===== src/design/tvs_pkg.sv =====
`timescale 1ns / 1ps
// Package for the timed valve sequencer: codes, widths, reset values and the
// shared types and a helper function. No dependencies.
package tvs_pkg;

    // Default sizes handed to the top level parameters.
    localparam int NUM_CHANNELS_DEF = 8;
    localparam int NUM_EVENTS_DEF   = 4;
    localparam int NUM_TANKS_DEF    = 4;
    localparam int START_WINDOW_DEF = 10;

    // Field widths.
    localparam int TIME_W      = 17;
    localparam int MASK_W      = 8;
    localparam int LEVEL_W     = 7;
    localparam int MODE_W      = 2;
    localparam int DURATION_W  = 12;
    localparam int EVENT_W     = 25;
    localparam int PAIR_W      = 50;
    localparam int CFG_INDEX_W = 3;
    localparam int CFG_DATA_W  = 50;
    localparam int CURSOR_W    = 3;

    // Configuration register indexes.
    localparam logic [CFG_INDEX_W-1:0] REG_CHANNEL_COUNT   = 3'd0;
    localparam logic [CFG_INDEX_W-1:0] REG_EVENT_COUNT     = 3'd1;
    localparam logic [CFG_INDEX_W-1:0] REG_WATER_DURATION  = 3'd2;
    localparam logic [CFG_INDEX_W-1:0] REG_TANK_USAGE      = 3'd3;
    localparam logic [CFG_INDEX_W-1:0] REG_TANK_MAP        = 3'd4;
    localparam logic [CFG_INDEX_W-1:0] REG_EVENT_PAIR_LOW  = 3'd5;
    localparam logic [CFG_INDEX_W-1:0] REG_EVENT_PAIR_HIGH = 3'd6;

    // Register reset values.
    localparam logic [3:0]            CHANNEL_COUNT_RST  = 4'd1;
    localparam logic [2:0]            EVENT_COUNT_RST    = 3'd0;
    localparam logic [DURATION_W-1:0] WATER_DURATION_RST = 12'd60;
    localparam logic [LEVEL_W-1:0]    TANK_USAGE_RST     = 7'd5;

    localparam logic [TIME_W-1:0]  RESET_WINDOW = 17'd60;
    localparam logic [LEVEL_W-1:0] FULL_LEVEL   = 7'd100;

    typedef enum logic [MODE_W-1:0] {
        MODE_WAITING  = 2'd0,
        MODE_WATERING = 2'd1,
        MODE_DONE     = 2'd2
    } t_mode;

    typedef enum logic [1:0] {
        EV_WAITING = 2'd0,
        EV_ONGOING = 2'd1,
        EV_DONE    = 2'd2
    } t_ev_status;

    typedef enum logic [1:0] {
        S_IDLE,
        S_START,
        S_STEP,
        S_EMIT
    } t_ctl_state;

    // Commands from the controller to the datapath.
    typedef struct packed {
        logic capture;
        logic start;
        logic step;
        logic load_out;
    } t_cmd;

    // Status from the datapath to the controller.
    typedef struct packed {
        logic go_step;
        logic step_done;
        logic out_free;
    } t_sts;

    // Unpacks one 25-bit event (start time in the low 17 bits, mask above).
    function automatic logic [EVENT_W-1:0] ev_field(
        input logic [PAIR_W-1:0] pair_low,
        input logic [PAIR_W-1:0] pair_high,
        input logic [1:0]        idx
    );
        logic [PAIR_W-1:0] pair;
        pair = idx[1] ? pair_high : pair_low;
        return idx[0] ? pair[PAIR_W-1:EVENT_W] : pair[EVENT_W-1:0];
    endfunction

endpackage


===== src/design/tvs_in_if.sv =====
`timescale 1ns / 1ps
// Input channel of the timed valve sequencer: one time-of-day word per tick.
// Depends on tvs_pkg for the field width.
interface tvs_in_if;
    logic                      valid;
    logic                      ready;
    logic [tvs_pkg::TIME_W-1:0] time_of_day;

    modport source (output valid, output time_of_day, input ready);
    modport sink   (input valid, input time_of_day, output ready);
endinterface


===== src/design/tvs_out_if.sv =====
`timescale 1ns / 1ps
// Output channel of the timed valve sequencer: valve mask, tank levels, mode.
// Depends on tvs_pkg for the field widths.
interface tvs_out_if;
    logic                        valid;
    logic                        ready;
    logic [tvs_pkg::MASK_W-1:0]  valve_mask;
    logic [tvs_pkg::LEVEL_W-1:0] level_tank_zero;
    logic [tvs_pkg::LEVEL_W-1:0] level_tank_one;
    logic [tvs_pkg::LEVEL_W-1:0] level_tank_two;
    logic [tvs_pkg::LEVEL_W-1:0] level_tank_three;
    logic [tvs_pkg::MODE_W-1:0]  mode;

    modport source (output valid, output valve_mask, output level_tank_zero,
                    output level_tank_one, output level_tank_two,
                    output level_tank_three, output mode, input ready);
    modport sink   (input valid, input valve_mask, input level_tank_zero,
                    input level_tank_one, input level_tank_two,
                    input level_tank_three, input mode, output ready);
endinterface


===== src/design/tvs_ctrl.sv =====
`timescale 1ns / 1ps
// Controller of the timed valve sequencer: sequences capture, start decision,
// channel steps and result load. Depends on tvs_pkg.
module tvs_ctrl #(
    parameter int NUM_CHANNELS = tvs_pkg::NUM_CHANNELS_DEF
) (
    input  logic          i_clk,
    input  logic          i_rst_n,
    input  logic          i_in_valid,
    output logic          o_in_ready,
    input  tvs_pkg::t_sts i_sts,
    output tvs_pkg::t_cmd o_cmd
);
    // A running event visits every channel at most once plus the wrap.
    localparam int STEP_LIMIT = NUM_CHANNELS + 2;
    localparam int SCW        = $clog2(STEP_LIMIT);

    tvs_pkg::t_ctl_state r_state, n_state;
    logic [SCW-1:0]      r_step_cnt, n_step_cnt;
    logic                last_step;

    assign last_step = (r_step_cnt == SCW'(STEP_LIMIT - 1));

    always_comb begin
        n_state    = r_state;
        n_step_cnt = r_step_cnt;
        unique case (r_state)
            tvs_pkg::S_IDLE: begin
                if (i_in_valid) begin
                    n_state = tvs_pkg::S_START;
                end
            end
            tvs_pkg::S_START: begin
                n_step_cnt = '0;
                n_state    = i_sts.go_step ? tvs_pkg::S_STEP : tvs_pkg::S_EMIT;
            end
            tvs_pkg::S_STEP: begin
                n_step_cnt = r_step_cnt + SCW'(1);
                if (i_sts.step_done || last_step) begin
                    n_state = tvs_pkg::S_EMIT;
                end
            end
            tvs_pkg::S_EMIT: begin
                if (i_sts.out_free) begin
                    n_state = tvs_pkg::S_IDLE;
                end
            end
            default: n_state = tvs_pkg::S_IDLE;
        endcase
    end

    always_comb begin
        o_in_ready     = 1'b0;
        o_cmd          = '0;
        unique case (r_state)
            tvs_pkg::S_IDLE: begin
                o_in_ready  = 1'b1;
                o_cmd.capture = i_in_valid;
            end
            tvs_pkg::S_START: o_cmd.start = 1'b1;
            tvs_pkg::S_STEP:  o_cmd.step  = 1'b1;
            tvs_pkg::S_EMIT:  o_cmd.load_out = i_sts.out_free;
            default: o_in_ready = 1'b0;
        endcase
    end

    always_ff @(posedge i_clk) begin
        if (!i_rst_n) begin
            r_state    <= tvs_pkg::S_IDLE;
            r_step_cnt <= '0;
        end else begin
            r_state    <= n_state;
            r_step_cnt <= n_step_cnt;
        end
    end

endmodule


===== src/design/tvs_datapath.sv =====
`timescale 1ns / 1ps
// Datapath of the timed valve sequencer: configuration registers, event and
// channel state, tank levels and the result register. Depends on tvs_pkg.
module tvs_datapath #(
    parameter int NUM_CHANNELS = tvs_pkg::NUM_CHANNELS_DEF,
    parameter int NUM_EVENTS   = tvs_pkg::NUM_EVENTS_DEF,
    parameter int NUM_TANKS    = tvs_pkg::NUM_TANKS_DEF,
    parameter int START_WINDOW = tvs_pkg::START_WINDOW_DEF
) (
    input  logic                                i_clk,
    input  logic                                i_rst_n,
    input  logic                                i_cfg_we,
    input  logic [tvs_pkg::CFG_INDEX_W-1:0]     i_cfg_index,
    input  logic [tvs_pkg::CFG_DATA_W-1:0]      i_cfg_data,
    input  logic [tvs_pkg::TIME_W-1:0]          i_time_of_day,
    input  tvs_pkg::t_cmd                       i_cmd,
    output tvs_pkg::t_sts                       o_sts,
    input  logic                                i_out_ready,
    output logic                                o_out_valid,
    output logic [tvs_pkg::MASK_W-1:0]          o_valve_mask,
    output logic [tvs_pkg::LEVEL_W-1:0]         o_level_tank_zero,
    output logic [tvs_pkg::LEVEL_W-1:0]         o_level_tank_one,
    output logic [tvs_pkg::LEVEL_W-1:0]         o_level_tank_two,
    output logic [tvs_pkg::LEVEL_W-1:0]         o_level_tank_three,
    output logic [tvs_pkg::MODE_W-1:0]          o_mode
);
    localparam int CW = (NUM_CHANNELS > 1) ? $clog2(NUM_CHANNELS) : 1;
    localparam int EW = (NUM_EVENTS > 1) ? $clog2(NUM_EVENTS) : 1;
    localparam int TW = (NUM_TANKS > 1) ? $clog2(NUM_TANKS) : 1;
    localparam int TIME_W  = tvs_pkg::TIME_W;
    localparam int LEVEL_W = tvs_pkg::LEVEL_W;

    // Configuration registers.
    logic [3:0]                       r_channel_count;
    logic [2:0]                       r_event_count;
    logic [tvs_pkg::DURATION_W-1:0]   r_water_duration;
    logic [LEVEL_W-1:0]               r_tank_usage;
    logic [15:0]                      r_tank_map;
    logic [tvs_pkg::PAIR_W-1:0]       r_event_pair_low;
    logic [tvs_pkg::PAIR_W-1:0]       r_event_pair_high;

    // Sequencer state.
    tvs_pkg::t_mode                   r_mode, n_mode;
    tvs_pkg::t_ev_status              r_ev_status [NUM_EVENTS];
    tvs_pkg::t_ev_status              n_ev_status [NUM_EVENTS];
    logic [tvs_pkg::CURSOR_W-1:0]     r_cursor, n_cursor;
    logic [TIME_W-1:0]                r_open_since, n_open_since;
    logic [NUM_CHANNELS-1:0]          r_channel_open, n_channel_open;
    logic [LEVEL_W-1:0]               r_tank_level [NUM_TANKS];
    logic [LEVEL_W-1:0]               n_tank_level [NUM_TANKS];
    logic [TIME_W-1:0]                r_time;

    // Result register.
    logic                             r_out_valid;
    logic [tvs_pkg::MASK_W-1:0]       r_out_valve_mask;
    logic [LEVEL_W-1:0]               r_out_level [4];
    logic [tvs_pkg::MODE_W-1:0]       r_out_mode;

    logic [2:0]                       nev;
    logic [3:0]                       nch;
    logic                             start_hit, run_found;
    logic [EW-1:0]                    start_idx, run_idx;
    logic [tvs_pkg::MASK_W-1:0]       run_mask;
    logic                             ch_in_range, ch_en, ch_open, expired;
    logic [CW-1:0]                    ch_idx;
    logic [1:0]                       tank_sel;
    logic                             tank_ok, drain_ok;
    logic [TW-1:0]                    tank_idx;
    logic                             last_ch, last_ev, rearm;
    logic [tvs_pkg::EVENT_W-1:0]      run_ev;
    logic [tvs_pkg::MASK_W-1:0]       vm_pad;
    logic [LEVEL_W-1:0]               lv_pad [4];

    assign nev = (r_event_count > 3'(NUM_EVENTS)) ? 3'(NUM_EVENTS) : r_event_count;
    assign nch = (r_channel_count == 4'd0) ? 4'd1 :
                 (r_channel_count > 4'(NUM_CHANNELS)) ? 4'(NUM_CHANNELS) : r_channel_count;

    // First event in use whose start window holds the current time.
    always_comb begin
        logic [tvs_pkg::EVENT_W-1:0] ev;
        logic [TIME_W:0]             win_end;
        start_hit = 1'b0;
        start_idx = '0;
        for (int i = NUM_EVENTS - 1; i >= 0; i--) begin
            ev      = tvs_pkg::ev_field(r_event_pair_low, r_event_pair_high, 2'(i));
            win_end = {1'b0, ev[TIME_W-1:0]} + (TIME_W+1)'(START_WINDOW);
            if ((3'(i) < nev) && (r_time >= ev[TIME_W-1:0])
                && ({1'b0, r_time} <= win_end)) begin
                start_hit = 1'b1;
                start_idx = EW'(i);
            end
        end
    end

    // First running event in use.
    always_comb begin
        run_found = 1'b0;
        run_idx   = '0;
        for (int i = NUM_EVENTS - 1; i >= 0; i--) begin
            if ((3'(i) < nev) && (r_ev_status[i] == tvs_pkg::EV_ONGOING)) begin
                run_found = 1'b1;
                run_idx   = EW'(i);
            end
        end
    end

    assign run_ev   = tvs_pkg::ev_field(r_event_pair_low, r_event_pair_high, 2'(run_idx));
    assign run_mask = run_ev[tvs_pkg::EVENT_W-1:TIME_W];

    assign ch_in_range = ({1'b0, r_cursor} < 4'(NUM_CHANNELS));
    assign ch_idx      = r_cursor[CW-1:0];
    assign ch_en       = ch_in_range && run_mask[r_cursor];
    assign ch_open     = ch_in_range && r_channel_open[ch_idx];
    assign expired     = ({1'b0, r_open_since} + (TIME_W+1)'(r_water_duration))
                         <= {1'b0, r_time};

    assign tank_sel = r_tank_map[{r_cursor, 1'b0} +: 2];
    assign tank_ok  = ({1'b0, tank_sel} < 3'(NUM_TANKS));
    assign tank_idx = tank_sel[TW-1:0];
    assign drain_ok = tank_ok && (r_tank_level[tank_idx] >= r_tank_usage);

    assign last_ch = (({1'b0, r_cursor} + 4'd1) >= nch);
    assign last_ev = ((3'(run_idx) + 3'd1) == nev);
    assign rearm   = (r_time < tvs_pkg::RESET_WINDOW) && (r_mode == tvs_pkg::MODE_DONE);

    assign o_sts.go_step   = !rearm && ((r_mode != tvs_pkg::MODE_WAITING) || start_hit);
    // A step ends the tick when no event runs, a channel opens or keeps running, or the event ends.
    assign o_sts.step_done = !run_found || (ch_en && !(ch_open && expired)) || last_ch;
    assign o_sts.out_free  = !r_out_valid || i_out_ready;

    always_comb begin
        n_mode         = r_mode;
        n_ev_status    = r_ev_status;
        n_cursor       = r_cursor;
        n_open_since   = r_open_since;
        n_channel_open = r_channel_open;
        n_tank_level   = r_tank_level;
        if (i_cmd.start) begin
            if (rearm) begin
                for (int i = 0; i < NUM_EVENTS; i++) begin
                    n_ev_status[i] = tvs_pkg::EV_WAITING;
                end
                n_mode = tvs_pkg::MODE_WAITING;
            end else if ((r_mode == tvs_pkg::MODE_WAITING) && start_hit) begin
                n_ev_status[start_idx] = tvs_pkg::EV_ONGOING;
                n_mode                 = tvs_pkg::MODE_WATERING;
                n_open_since           = r_time;
                n_cursor               = '0;
            end
        end
        if (i_cmd.step && run_found) begin
            if (ch_en && !ch_open) begin
                n_open_since           = r_time;
                n_channel_open[ch_idx] = 1'b1;
            end else if (!ch_en || expired) begin
                if (ch_en) begin
                    n_channel_open[ch_idx] = 1'b0;
                    if (drain_ok) begin
                        n_tank_level[tank_idx] = r_tank_level[tank_idx] - r_tank_usage;
                    end
                end
                n_cursor = r_cursor + 3'd1;
                if (last_ch) begin
                    n_ev_status[run_idx] = tvs_pkg::EV_DONE;
                    n_cursor             = '0;
                    n_mode = last_ev ? tvs_pkg::MODE_DONE : tvs_pkg::MODE_WAITING;
                end
            end
        end
    end

    // Missing channels and tanks read as zero on the output.
    always_comb begin
        vm_pad                   = '0;
        vm_pad[NUM_CHANNELS-1:0] = r_channel_open;
        for (int i = 0; i < 4; i++) begin
            lv_pad[i] = '0;
        end
        for (int i = 0; i < NUM_TANKS; i++) begin
            lv_pad[i] = r_tank_level[i];
        end
    end

    always_ff @(posedge i_clk) begin
        if (!i_rst_n) begin
            r_channel_count   <= tvs_pkg::CHANNEL_COUNT_RST;
            r_event_count     <= tvs_pkg::EVENT_COUNT_RST;
            r_water_duration  <= tvs_pkg::WATER_DURATION_RST;
            r_tank_usage      <= tvs_pkg::TANK_USAGE_RST;
            r_tank_map        <= '0;
            r_event_pair_low  <= '0;
            r_event_pair_high <= '0;
        end else if (i_cfg_we) begin
            unique case (i_cfg_index)
                tvs_pkg::REG_CHANNEL_COUNT:   r_channel_count   <= i_cfg_data[3:0];
                tvs_pkg::REG_EVENT_COUNT:     r_event_count     <= i_cfg_data[2:0];
                tvs_pkg::REG_WATER_DURATION:
                    r_water_duration <= i_cfg_data[tvs_pkg::DURATION_W-1:0];
                tvs_pkg::REG_TANK_USAGE:      r_tank_usage      <= i_cfg_data[LEVEL_W-1:0];
                tvs_pkg::REG_TANK_MAP:        r_tank_map        <= i_cfg_data[15:0];
                tvs_pkg::REG_EVENT_PAIR_LOW:
                    r_event_pair_low <= i_cfg_data[tvs_pkg::PAIR_W-1:0];
                tvs_pkg::REG_EVENT_PAIR_HIGH:
                    r_event_pair_high <= i_cfg_data[tvs_pkg::PAIR_W-1:0];
                default: r_tank_map <= r_tank_map;
            endcase
        end
    end

    always_ff @(posedge i_clk) begin
        if (!i_rst_n) begin
            r_mode         <= tvs_pkg::MODE_WAITING;
            r_cursor       <= '0;
            r_open_since   <= '0;
            r_channel_open <= '0;
            r_out_valid    <= 1'b0;
            for (int i = 0; i < NUM_EVENTS; i++) begin
                r_ev_status[i] <= tvs_pkg::EV_WAITING;
            end
            for (int i = 0; i < NUM_TANKS; i++) begin
                r_tank_level[i] <= tvs_pkg::FULL_LEVEL;
            end
        end else begin
            r_mode         <= n_mode;
            r_cursor       <= n_cursor;
            r_open_since   <= n_open_since;
            r_channel_open <= n_channel_open;
            r_ev_status    <= n_ev_status;
            r_tank_level   <= n_tank_level;
            if (i_cmd.load_out) begin
                r_out_valid <= 1'b1;
            end else if (i_out_ready) begin
                r_out_valid <= 1'b0;
            end
        end
    end

    always_ff @(posedge i_clk) begin
        if (i_cmd.capture) begin
            r_time <= i_time_of_day;
        end
        if (i_cmd.load_out) begin
            r_out_valve_mask <= vm_pad;
            r_out_level      <= lv_pad;
            r_out_mode       <= r_mode;
        end
    end

    assign o_out_valid        = r_out_valid;
    assign o_valve_mask       = r_out_valve_mask;
    assign o_level_tank_zero  = r_out_level[0];
    assign o_level_tank_one   = r_out_level[1];
    assign o_level_tank_two   = r_out_level[2];
    assign o_level_tank_three = r_out_level[3];
    assign o_mode             = r_out_mode;

endmodule


===== src/design/timed_valve_sequencer.sv =====
`timescale 1ns / 1ps
// Timed valve sequencer: one result word per time-of-day tick.
// Channels: i_in carries the time of day in seconds, o_out carries the valve
// mask, the four tank levels and the mode. Both use valid/ready; a word moves
// on a clock edge where both are high. Registers are written through
// i_cfg_we/i_cfg_index/i_cfg_data; the user must write them only while the
// block is idle, since the block itself does not enforce it.
// A word is captured, the start is decided, the channel loop steps the
// running event one channel per cycle through a single compare and tank
// update, and the result is loaded. One word is in work at a time, so the
// next word is taken once the result is in the output register.
// Reset (synchronous, active low) restores the register defaults, puts every
// event and the sequencer in waiting, closes all valves and fills every tank
// to 100. A stalled receiver holds the result in the output register; the
// block still takes and works the next word and waits with its result until
// the register is free.
module timed_valve_sequencer #(
    parameter int NUM_CHANNELS = tvs_pkg::NUM_CHANNELS_DEF,
    parameter int NUM_EVENTS   = tvs_pkg::NUM_EVENTS_DEF,
    parameter int NUM_TANKS    = tvs_pkg::NUM_TANKS_DEF,
    parameter int START_WINDOW = tvs_pkg::START_WINDOW_DEF
) (
    input  logic                            i_clk,
    input  logic                            i_rst_n,
    input  logic                            i_cfg_we,
    input  logic [tvs_pkg::CFG_INDEX_W-1:0] i_cfg_index,
    input  logic [tvs_pkg::CFG_DATA_W-1:0]  i_cfg_data,
    tvs_in_if.sink                          i_in,
    tvs_out_if.source                       o_out
);
    tvs_pkg::t_cmd cmd;
    tvs_pkg::t_sts sts;

    tvs_ctrl #(
        .NUM_CHANNELS (NUM_CHANNELS)
    ) u_ctrl (
        .i_clk      (i_clk),
        .i_rst_n    (i_rst_n),
        .i_in_valid (i_in.valid),
        .o_in_ready (i_in.ready),
        .i_sts      (sts),
        .o_cmd      (cmd)
    );

    tvs_datapath #(
        .NUM_CHANNELS (NUM_CHANNELS),
        .NUM_EVENTS   (NUM_EVENTS),
        .NUM_TANKS    (NUM_TANKS),
        .START_WINDOW (START_WINDOW)
    ) u_datapath (
        .i_clk              (i_clk),
        .i_rst_n            (i_rst_n),
        .i_cfg_we           (i_cfg_we),
        .i_cfg_index        (i_cfg_index),
        .i_cfg_data         (i_cfg_data),
        .i_time_of_day      (i_in.time_of_day),
        .i_cmd              (cmd),
        .o_sts              (sts),
        .i_out_ready        (o_out.ready),
        .o_out_valid        (o_out.valid),
        .o_valve_mask       (o_out.valve_mask),
        .o_level_tank_zero  (o_out.level_tank_zero),
        .o_level_tank_one   (o_out.level_tank_one),
        .o_level_tank_two   (o_out.level_tank_two),
        .o_level_tank_three (o_out.level_tank_three),
        .o_mode             (o_out.mode)
    );

endmodule


===== src/flat_wrapper.sv =====
// flat-port wrapper written by rule: the top's interface ports become plain ports
module timed_valve_sequencer_flat 
#(
    parameter int NUM_CHANNELS = tvs_pkg::NUM_CHANNELS_DEF,
    parameter int NUM_EVENTS   = tvs_pkg::NUM_EVENTS_DEF,
    parameter int NUM_TANKS    = tvs_pkg::NUM_TANKS_DEF,
    parameter int START_WINDOW = tvs_pkg::START_WINDOW_DEF
)
  (i_clk, i_rst_n, i_cfg_we, i_cfg_index, i_cfg_data, i_in_valid, i_in_time_of_day, i_in_ready, o_out_valid, o_out_valve_mask, o_out_level_tank_zero, o_out_level_tank_one, o_out_level_tank_two, o_out_level_tank_three, o_out_mode, o_out_ready);
  tvs_in_if i_in_i ();
  tvs_out_if o_out_i ();
  input  logic i_clk;
  input  logic i_rst_n;
  input  logic i_cfg_we;
  input  logic [tvs_pkg::CFG_INDEX_W-1:0] i_cfg_index;
  input  logic [tvs_pkg::CFG_DATA_W-1:0] i_cfg_data;
  input wire logic [$bits(i_in_i.valid)-1:0] i_in_valid;
  input wire logic [$bits(i_in_i.time_of_day)-1:0] i_in_time_of_day;
  output wire logic [$bits(i_in_i.ready)-1:0] i_in_ready;
  output wire logic [$bits(o_out_i.valid)-1:0] o_out_valid;
  output wire logic [$bits(o_out_i.valve_mask)-1:0] o_out_valve_mask;
  output wire logic [$bits(o_out_i.level_tank_zero)-1:0] o_out_level_tank_zero;
  output wire logic [$bits(o_out_i.level_tank_one)-1:0] o_out_level_tank_one;
  output wire logic [$bits(o_out_i.level_tank_two)-1:0] o_out_level_tank_two;
  output wire logic [$bits(o_out_i.level_tank_three)-1:0] o_out_level_tank_three;
  output wire logic [$bits(o_out_i.mode)-1:0] o_out_mode;
  input wire logic [$bits(o_out_i.ready)-1:0] o_out_ready;
  assign i_in_i.valid = i_in_valid;
  assign i_in_i.time_of_day = i_in_time_of_day;
  assign i_in_ready = i_in_i.ready;
  assign o_out_valid = o_out_i.valid;
  assign o_out_valve_mask = o_out_i.valve_mask;
  assign o_out_level_tank_zero = o_out_i.level_tank_zero;
  assign o_out_level_tank_one = o_out_i.level_tank_one;
  assign o_out_level_tank_two = o_out_i.level_tank_two;
  assign o_out_level_tank_three = o_out_i.level_tank_three;
  assign o_out_mode = o_out_i.mode;
  assign o_out_i.ready = o_out_ready;
  timed_valve_sequencer #(.NUM_CHANNELS(NUM_CHANNELS), .NUM_EVENTS(NUM_EVENTS), .NUM_TANKS(NUM_TANKS), .START_WINDOW(START_WINDOW)) u_core (.i_clk(i_clk), .i_rst_n(i_rst_n), .i_cfg_we(i_cfg_we), .i_cfg_index(i_cfg_index), .i_cfg_data(i_cfg_data), .i_in(i_in_i), .o_out(o_out_i));
endmodule

===== config.mk =====
export PLATFORM = sky130hd
export DESIGN_NAME = timed_valve_sequencer_flat
export DESIGN_NICKNAME = d
export VERILOG_FILES = /design/src/design/tvs_pkg.sv /design/src/design/tvs_in_if.sv /design/src/design/tvs_out_if.sv /design/src/design/tvs_ctrl.sv /design/src/design/tvs_datapath.sv /design/src/design/timed_valve_sequencer.sv /design/src/flat_wrapper.sv
export SDC_FILE = /design/constraint.sdc
export NUM_CORES = 1
export LEC_CHECK = 0
export ABC_AREA = 1
export BUFFER_PORTS_ARGS = -buffer_cell sky130_fd_sc_hd__buf_2
export CORE_UTILIZATION = 62
export CTS_BUF_LIST = sky130_fd_sc_hd__clkbuf_4 sky130_fd_sc_hd__clkbuf_8 sky130_fd_sc_hd__clkbuf_16
export CTS_CLUSTER_SIZE = 12
export DETAILED_ROUTE_END_ITERATION = 12
export PLACE_DENSITY = 0.89
export SYNTH_ARGS = -nofsm -noshare
export SYNTH_HDL_FRONTEND = slang
export SYNTH_SLANG_ARGS = --single-unit
export TNS_END_PERCENT = 20

===== constraint.sdc =====
create_clock -name i_clk -period 5.2 [get_ports i_clk]
set_input_delay 1.04 -clock i_clk [delete_from_list [all_inputs] [get_ports i_clk]]
set_output_delay 1.04 -clock i_clk [all_outputs]
set_load 0.03 [all_outputs]

======== After elaboration in Yosys (flattened, before gate mapping) ========
Index checks and enable logic that the tools add are counted.
word-level totals
  bits in registers ....................... 270
  bits in latches ......................... 0
  RAM bits ................................ 0
  ROM bits ................................ 0
  bits of input ports ..................... 75
  output and inout bits ................... 40
  word-level logic and storage cells ...... 232
  memories kept ........................... 0
operators by class
  $add $sub $neg .......................... 10
  multiply operators ...................... 0
  divide/modulo/power cells ............... 0
  $lt $le $gt $ge ......................... 26
  equal/unequal tests ..................... 19
  shifts and indexed selects .............. 1
  mux-type cells .......................... 80
  bitwise gates (word level) .............. 13
  reduce and logical (&&, ||, !) cells .... 54
operators by type and width
  cell                                                          count
  two-way mux 17 bit                                            5
  two-way mux 8 bit                                             10
  adder 17 x 4 -> 18 bit (second input constant)                4
  <= comparator 17 x 18 -> 1 bit                                4
  >= comparator 17 bit                                          4
  two-way mux 50 bit                                            1
  two-way mux 2 bit                                             21
  bitwise mux 28 bit                                            1
  two-way mux 25 bit                                            1
  two-way mux 3 bit                                             8
  logical AND 1 bit                                             23
  two-way mux 7 bit                                             3
  two-way mux 1 bit                                             19
  adder 17 x 12 -> 18 bit                                       1
  <= comparator 18 x 17 -> 1 bit                                1
  less-than comparator 17 x 6 -> 1 bit (second input constant)  1
  variable part select 16 x 5 -> 2 bit                          1
  binary-select mux 7 bit (select 2 bit)                        1
  demux 7 bit (select 2 bit)                                    1
  AND reduction 2 bit                                           7
  equality test 2 x 1 -> 1 bit (second input constant)          5
  nonzero test 2 bit                                            5
  equality test 3 bit (second input constant)                   3
  >= comparator 3 bit (second input constant)                   3
  other kinds (41)                                              70

======== Depth between registers and ports, before layout ========
  depth after elaboration ................. 24
  gate-level depth with buffers ........... 32
  mapped depth without buffers ............ 32

======== By module ========
A second synthesis with hierarchy kept.
second synthesis, totals
  cell total of the unflattened synthesis .. 2249
  area, all modules ....................... 16666.0 µm²
modules (own cells, without submodules)
  module        times used  cells each  area an instance (µm²)
  tvs_datapath  1           2188        16248.1
  tvs_ctrl      1           61          417.9

======== Worst setup path after synthesis ========
No wires, ideal clock.
  kind .................................... register to register
  from .................................... reg u_core.u_datapath.r_water_duration[0] in the netlist's numbering
  to ...................................... reg u_core.u_datapath.r_tank_level, in the netlist u_core.u_datapath.lv_pad[24]
  library setup time ...................... 110 ps
  arrival time ............................ 3622 ps
  required time ........................... 5090 ps
  setup slack ............................. 1468 ps
  stages on the path, launching flop included .. 33
  path buffers ............................ 0
  cell sequence ........................... dfxtp_1 ha_1 fa_1 nand3_1 nand3_1 a21oi_1 o21bai_1 nand2_1 nand2_1 nand2_1 nand2_1 nand2_1 nand2_1 a21oi_1 xor2_1 inv_1 ha_1 nand2_1 o21ai_0 a21oi_1 nand2_1 nand2_1 nand2_1 nand2_1 nand2_1 nand2_1 nand2_1 nor3_4 nand2_2 nor2_2 nand2_1 nand2_1 nor2_1
between the ends
  cells in the longest elaborated chain, start to end .. 4
RTL lines
  what                                  RTL line             text
  from (decl)                           tvs_datapath.sv:36   logic [tvs_pkg::DURATION_W-1:0] r_water_duration;
  from (signal assigned)                tvs_datapath.sv:188  r_water_duration <= tvs_pkg::WATER_DURATION_RST;
  from (signal assigned)                tvs_datapath.sv:198  r_water_duration <= i_cfg_data[tvs_pkg::DURATION_W-1:0];
  adder 17 x 12 -> 18 bit               tvs_datapath.sv:114  assign expired = ({1'b0, r_open_since} + (TIME_W+1)'(r_water_duration))
  <= comparator 18 x 17 -> 1 bit        tvs_datapath.sv:115  <= {1'b0, r_time};
  logical OR 1 bit                      tvs_datapath.sv:155  end else if (!ch_en || expired) begin
  AND reduction 5 bit (no source line)  --
  to (signal, indexed assignment)       tvs_datapath.sv:221  r_tank_level[i] <= tvs_pkg::FULL_LEVEL;
  to (signal assigned)                  tvs_datapath.sv:229  r_tank_level <= n_tank_level;
  to (decl)                             tvs_datapath.sv:49   logic [LEVEL_W-1:0] r_tank_level [NUM_TANKS];
No other way between the ends.
A chain may end at the register's enable or synchronous reset.

======== Final worst setup path ========
  from .................................... reg u_core.u_datapath.r_cursor, in the netlist u_core.u_datapath.ch_idx[2]
  to ...................................... reg u_core.u_datapath.r_tank_level, in the netlist u_core.u_datapath.lv_pad[0]
between the ends
  cells in the longest elaborated chain, start to end .. 7
  elaborated cells on any way between the ends .. 23
RTL lines
  what                                                                          RTL line                                  text
  from (decl)                                                                   tvs_datapath.sv:46                        logic [tvs_pkg::CURSOR_W-1:0] r_cursor, n_cursor;
  from (signal assigned)                                                        tvs_datapath.sv:225                       r_cursor <= n_cursor;
  variable part select 16 x 5 -> 2 bit                                          tvs_datapath.sv:117                       assign tank_sel = r_tank_map[{r_cursor, 1'b0} +: 2];
  NOT 2 -> 3 bit (not written as such)                                          tvs_datapath.sv:120, tvs_datapath.sv:159
  binary-select mux 7 bit (select 2 bit), or another cell as far along          tvs_datapath.sv:120, tvs_datapath.sv:159
  two-way mux 7 bit (not written as such) or logical AND 1 bit (tied branches)  tvs_datapath.sv:120, tvs_datapath.sv:159
  two-way mux 7 bit, on equally long branches                                   tvs_datapath.sv:120, tvs_datapath.sv:159
  >= comparator 7 bit, or another cell as far along                             tvs_datapath.sv:120                       assign drain_ok = tank_ok && (r_tank_level[tank_idx] >= r_tank_usage);
  AND reduction 5 bit (no source line) or bitwise mux 28 bit (tied branches)    --
Several ways; a longest one is shown, not always the timed one. The select of a mux whose other input is x is not followed.

==> impl_results.rst <==
.. list-table::
   :header-rows: 1

   * - Metric
     - Value
   * - Critical R2R Launch
     - u_core.u_datapath.ch_idx[2]
   * - Total wire length after detailed routing
     - 44610 um
   * - Unrepaired setup endpoints after global routing
     - no
   * - Synth async-reset ratio
     - 0%
   * - DR vias
     - 15380
   * - Period minus WS final
     - 4.559 ns
   * - Path type of the worst setup path
     - reg -> reg
   * - Core Rows
     - 58
   * - Share of the clock period used by the worst path
     - 87.68%
   * - Post-CTS Setup Repair Bufs
     - 0
   * - GRT overflow
     - 0
   * - Xor and xnor area share after synthesis
     - 4.094%
   * - First element of the critical path
     - u_core.u_datapath.ch_idx[2]
   * - Most used DFF post-synth
     - sky130_fd_sc_hd__dfxtp_1
   * - Outcome
     - finished clean
   * - Clock tree sinks
     - 270
   * - Kind of end point of the critical path
     - flip-flop
   * - CTS clock-pin slew for the worst setup and hold paths
     - 0.06 ns
   * - Post-Synth Adder-Cell Area
     - 14.64%
   * - Warning count from the yosys run
     - 0
   * - Post-DRT Antenna Nets
     - 0
   * - Destination of the critical timing path
     - u_core.u_datapath.lv_pad[0]
   * - Post-synthesis to final-layout area growth
     - 10.87%
   * - Peak supply drop
     - 0.3856 mV
   * - IO buf count
     - 114
   * - Bufs and invs on worst path
     - 5
   * - TritonRoute pass-1 iters
     - 8
   * - Layout Cell Area excl Fill
     - 18030 um2
   * - Register-to-Register Path Depth
     - 25
   * - Portion of the post-synthesis area used by sequential elements
     - 36.63%
   * - Routed wire per std cell
     - 17.03 um
   * - Vias in the first global route
     - 14680
   * - Library cells used by synthesis
     - 49
   * - Io pins
     - 115
   * - Post-Synth Simple-Gate Area
     - 23.24%
   * - Final TNS setup
     - 0 ns
   * - Top post-synthesis cells by area
     - sky130_fd_sc_hd__dfxtp_1 (26%), sky130_fd_sc_hd__ha_1 (14%), sky130_fd_sc_hd__edfxtp_1 (10%)
   * - Timing-limited maximum frequency
     - 0.2193 GHz
   * - Setup slack on the worst flop-to-flop path
     - 0.64 ns
   * - Largest fanout on the critical path
     - 10
   * - Placed cell area
     - 17070 um2
   * - Global-route wire length before repair
     - 71240 um
   * - Nets@finish
     - 2531
   * - Worst path top cell family by delay
     - simple AND/OR/NAND/NOR gates
   * - Number of instances in the synthesized netlist
     - 2169
   * - CTS hold repair buffers
     - 0
   * - Post-CTS Resized
     - 0
   * - Starting utilization of the core area
     - 63.84%
   * - Placed Instances
     - 2566
   * - Chip Height
     - 163.9 um
   * - Share of post-route cells with drive strength above 1
     - 8.475%
   * - Filler Cells Inserted
     - 1955
   * - Min-delay worst type
     - reg -> reg
   * - Total number of H-tree levels
     - 1
   * - Clock tree from TritonCTS
     - done
   * - Slew at the pin closest to its max-slew limit
     - 1.164 ns
   * - Cell type with the largest total area after synthesis
     - sky130_fd_sc_hd__dfxtp_1
   * - Per-instance average area after synthesis
     - 7.497 um2
   * - Capturing point of the worst reg2reg path
     - u_core.u_datapath.lv_pad[0]
   * - Pins over their slew limit
     - 0
   * - Hpwl dp
     - 32080 um
   * - Cell Area, Synth
     - 16260 um2
   * - Total Die Area
     - 26880 um2
   * - Combinational family with the most area after synthesis
     - simple AND/OR/NAND/NOR gates
   * - Die extent in x
     - 163.9 um
   * - Most repeated library cell on the critical path
     - sky130_fd_sc_hd__nand2_1
   * - Final worst clock skew
     - 0.01185 ns
   * - Initial antenna violation count
     - 2
   * - Ratio of total power to cell area
     - 331.4 nW/um2
   * - DRC violation count after routing
     - 0
   * - WP depth
     - 25
   * - CP max-delay cell
     - sky130_fd_sc_hd__nor3_1
   * - First-iteration detailed-routing DRC count
     - 1458
   * - Buffer type at the clock tree root
     - sky130_fd_sc_hd__clkbuf_16
   * - Buffers from clock root to sink, at most
     - 3
   * - Data required time of the critical path
     - 5.66 ns
   * - Type of origin of the critical path
     - flip-flop
   * - Mux cell area share after synthesis
     - 0%
   * - Overall track demand over capacity in global routing
     - 33.20%
   * - # setup viols final
     - 0
   * - Number of failing hold endpoints at the final stage
     - 0
   * - Total of flip-flops plus latches after synthesis
     - 270
   * - Via density per instance
     - 5.871
   * - Final weighted congestion in routability-driven placement
     - 0.9537
   * - Filler-free cell count of the finished design
     - 2620
   * - MaxCap Viol Count
     - 0
   * - Leakage component of the power
     - 0.008054 uW
   * - Core area
     - 25470 um2
   * - Total CTS buffers
     - 29
   * - Maximum single-stage delay on the critical path
     - 0.57 ns
   * - Slew HR
     - 22.24%
   * - Post-Synthesis Net Count
     - 2433
   * - Count of flip-flops with a built-in enable after synthesis
     - 55
   * - Share of the synthesized area in compound gates (AO/OA/AOI/OAI)
     - 13.79%
   * - Arrival time worst endpoint
     - 5.02 ns
   * - Fraction of synthesized cell area taken by the top area cell type
     - 26.47%
   * - Maximum number of pins on one net before global-route repair
     - 126
   * - Clock latency on the worst-skew pair
     - 0.58 ns
[Yosys cell counts, types with 8 or more instances]
| cell type | instances |
|---|---|
| sky130_fd_sc_hd__nand2_1 | 386 |
| sky130_fd_sc_hd__nor2_1 | 292 |
| sky130_fd_sc_hd__inv_1 | 261 |
| sky130_fd_sc_hd__dfxtp_1 | 215 |
| sky130_fd_sc_hd__o21ai_0 | 188 |
| sky130_fd_sc_hd__ha_1 | 187 |
| sky130_fd_sc_hd__a21oi_1 | 176 |
| sky130_fd_sc_hd__nand3_1 | 105 |
| sky130_fd_sc_hd__xor2_1 | 69 |
| sky130_fd_sc_hd__edfxtp_1 | 55 |
| sky130_fd_sc_hd__clkbuf_1 | 45 |
| sky130_fd_sc_hd__nand4_1 | 42 |
| sky130_fd_sc_hd__nor3_1 | 35 |
| sky130_fd_sc_hd__nand3b_1 | 8 |
[area by class of cell]
class | count | area [um2] | area share [%]
Antenna cell | 1 | 2.502 | 0.01388
Timing Repair Buffer | 120 | 618.1 | 3.428
Clock inverter | 11 | 120.1 | 0.6663
Clock buffer | 42 | 835.8 | 4.636
Inverter | 268 | 1006 | 5.580
Tap cell | 330 | 412.9 | 2.290
Sequential cell | 270 | 5956 | 33.03
Multi-Input combinational cell | 1578 | 9077 | 50.35
[cell usage in the layout (no fill, tap or decap), types with 7 or more instances in the layout]
| master | count |
|---|---|
| sky130_fd_sc_hd__nor3_1 | 35 |
| sky130_fd_sc_hd__a21oi_1 | 175 |
| sky130_fd_sc_hd__nand3b_1 | 8 |
| sky130_fd_sc_hd__nand4_1 | 42 |
| sky130_fd_sc_hd__nand2_1 | 386 |
| sky130_fd_sc_hd__inv_1 | 261 |
| sky130_fd_sc_hd__buf_4 | 7 |
| sky130_fd_sc_hd__o22ai_1 | 7 |
| sky130_fd_sc_hd__o21ai_0 | 188 |
| sky130_fd_sc_hd__dfxtp_1 | 215 |
| sky130_fd_sc_hd__xor2_1 | 69 |
| sky130_fd_sc_hd__clkbuf_4 | 11 |
| sky130_fd_sc_hd__xnor2_1 | 7 |
| sky130_fd_sc_hd__nor2_1 | 292 |
| sky130_fd_sc_hd__ha_1 | 187 |
| sky130_fd_sc_hd__edfxtp_1 | 55 |
| sky130_fd_sc_hd__clkbuf_16 | 29 |
| sky130_fd_sc_hd__nand3_1 | 105 |
| sky130_fd_sc_hd__buf_2 | 113 |
[routing by layer]
layer,part of all wire (%),track usage (%),vias to the layer above
met3,8.7,4.672,158
met2,46,55.78,746
met5,0.022,0,-
met1,40,41.82,7063
met4,4.5,16.20,2
li1,-,-,7413
[cell families (layout without fill, tap and decap cells)]
kind of cell	Yosys count	after routing
fa+ha+maj	189	189
simple gates	896	896
flops	270	270
compound gates	417	417
other cells	0	1
buf+inv	321	441
xor+xnor	76	76
[through the flow]
step	utilization [%]	hold WS (ns)	setup slack (ns)	total power (uW)
after global routing	70.77	0.4533	0.3061	6262
final	70.78	0.4441	0.6409	5975
after CTS	70.77	0.4423	0.7530	5958
after floorplan	-	0.4082	1.468	3428
after detailed placement	67.02	0.4249	0.7380	3892
after global placement	67.02	0.4160	0.9053	3813
[state kept, by name, summed over array words and instances, names as in the netlist, 3 cells and up, named ones only]
register and cells:
u_core.u_datapath.lv_pad 28, u_core.u_datapath.o_valve_mask 8, u_core.u_datapath.r_event_count 3, u_core.u_datapath.r_channel_count 4, u_core.u_datapath.r_tank_map 16, u_core.u_datapath.r_ev_status 8, u_core.u_datapath.o_level_tank_zero 7, u_core.u_ctrl.r_step_cnt 4
u_core.u_datapath.r_event_pair_high 50, u_core.u_datapath.o_level_tank_one 7, u_core.u_datapath.r_water_duration 12, u_core.u_datapath.r_time 17, u_core.u_datapath.o_level_tank_two 7, u_core.u_datapath.o_level_tank_three 7, u_core.u_datapath.r_event_pair_low 50, u_core.u_datapath.r_open_since 17
u_core.u_datapath.ch_idx 3, u_core.u_datapath.r_tank_usage 7
[report_power, final]
group          switching [uW]  internal [uW]  total, uW
sequential                212           2280       2500
clock                     869           1220       2090
combinational             887            506       1390
[worst register-to-register path: stages, from the launching register on]
cell	delay, ns
sky130_fd_sc_hd__dfxtp_1	0.44
sky130_fd_sc_hd__inv_1	0.13
sky130_fd_sc_hd__nor3_1	0.57
sky130_fd_sc_hd__a22oi_1	0.14
sky130_fd_sc_hd__nand2_1	0.09
sky130_fd_sc_hd__a21oi_1	0.05
sky130_fd_sc_hd__nand2_1	0.13
sky130_fd_sc_hd__inv_1	0.07
sky130_fd_sc_hd__nor2_1	0.28
sky130_fd_sc_hd__inv_1	0.22
sky130_fd_sc_hd__o221ai_1	0.23
sky130_fd_sc_hd__inv_1	0.10
sky130_fd_sc_hd__ha_1	0.37
sky130_fd_sc_hd__a21oi_1	0.16
sky130_fd_sc_hd__nand2_1	0.11
sky130_fd_sc_hd__a21oi_1	0.14
sky130_fd_sc_hd__o21bai_1	0.10
sky130_fd_sc_hd__nand2_1	0.06
sky130_fd_sc_hd__o311ai_0	0.12
sky130_fd_sc_hd__a21o_1	0.18
sky130_fd_sc_hd__nand2_1	0.05
sky130_fd_sc_hd__clkinv_1	0.21
sky130_fd_sc_hd__nand3b_2	0.28
sky130_fd_sc_hd__nand2_1	0.09
sky130_fd_sc_hd__nand2_1	0.08
sky130_fd_sc_hd__nor2_1	0.04
[worst min-delay path by stage]
| stage | start | end | slack [ns] | cells after the start |
|---|---|---|---|---|
| 2_1_floorplan | u_core.u_datapath.lv_pad[15] | u_core.u_datapath.o_level_tank_one[1] | 0.41 | 0 |
| 3_3_place_gp | u_core.u_datapath.lv_pad[18] | u_core.u_datapath.o_level_tank_one[4] | 0.42 | 0 |
| 3_5_place_dp | u_core.u_datapath.lv_pad[15] | u_core.u_datapath.o_level_tank_one[1] | 0.42 | 0 |
| 4_1_cts | u_core.u_datapath.lv_pad[17] | u_core.u_datapath.o_level_tank_one[3] | 0.44 | 0 |
| 5_1_grt | u_core.u_datapath.lv_pad[17] | u_core.u_datapath.o_level_tank_one[3] | 0.45 | 0 |
| 6_report | u_core.u_datapath.lv_pad[17] | u_core.u_datapath.o_level_tank_one[3] | 0.44 | 0 |
(Power assumes the default switching activity.)
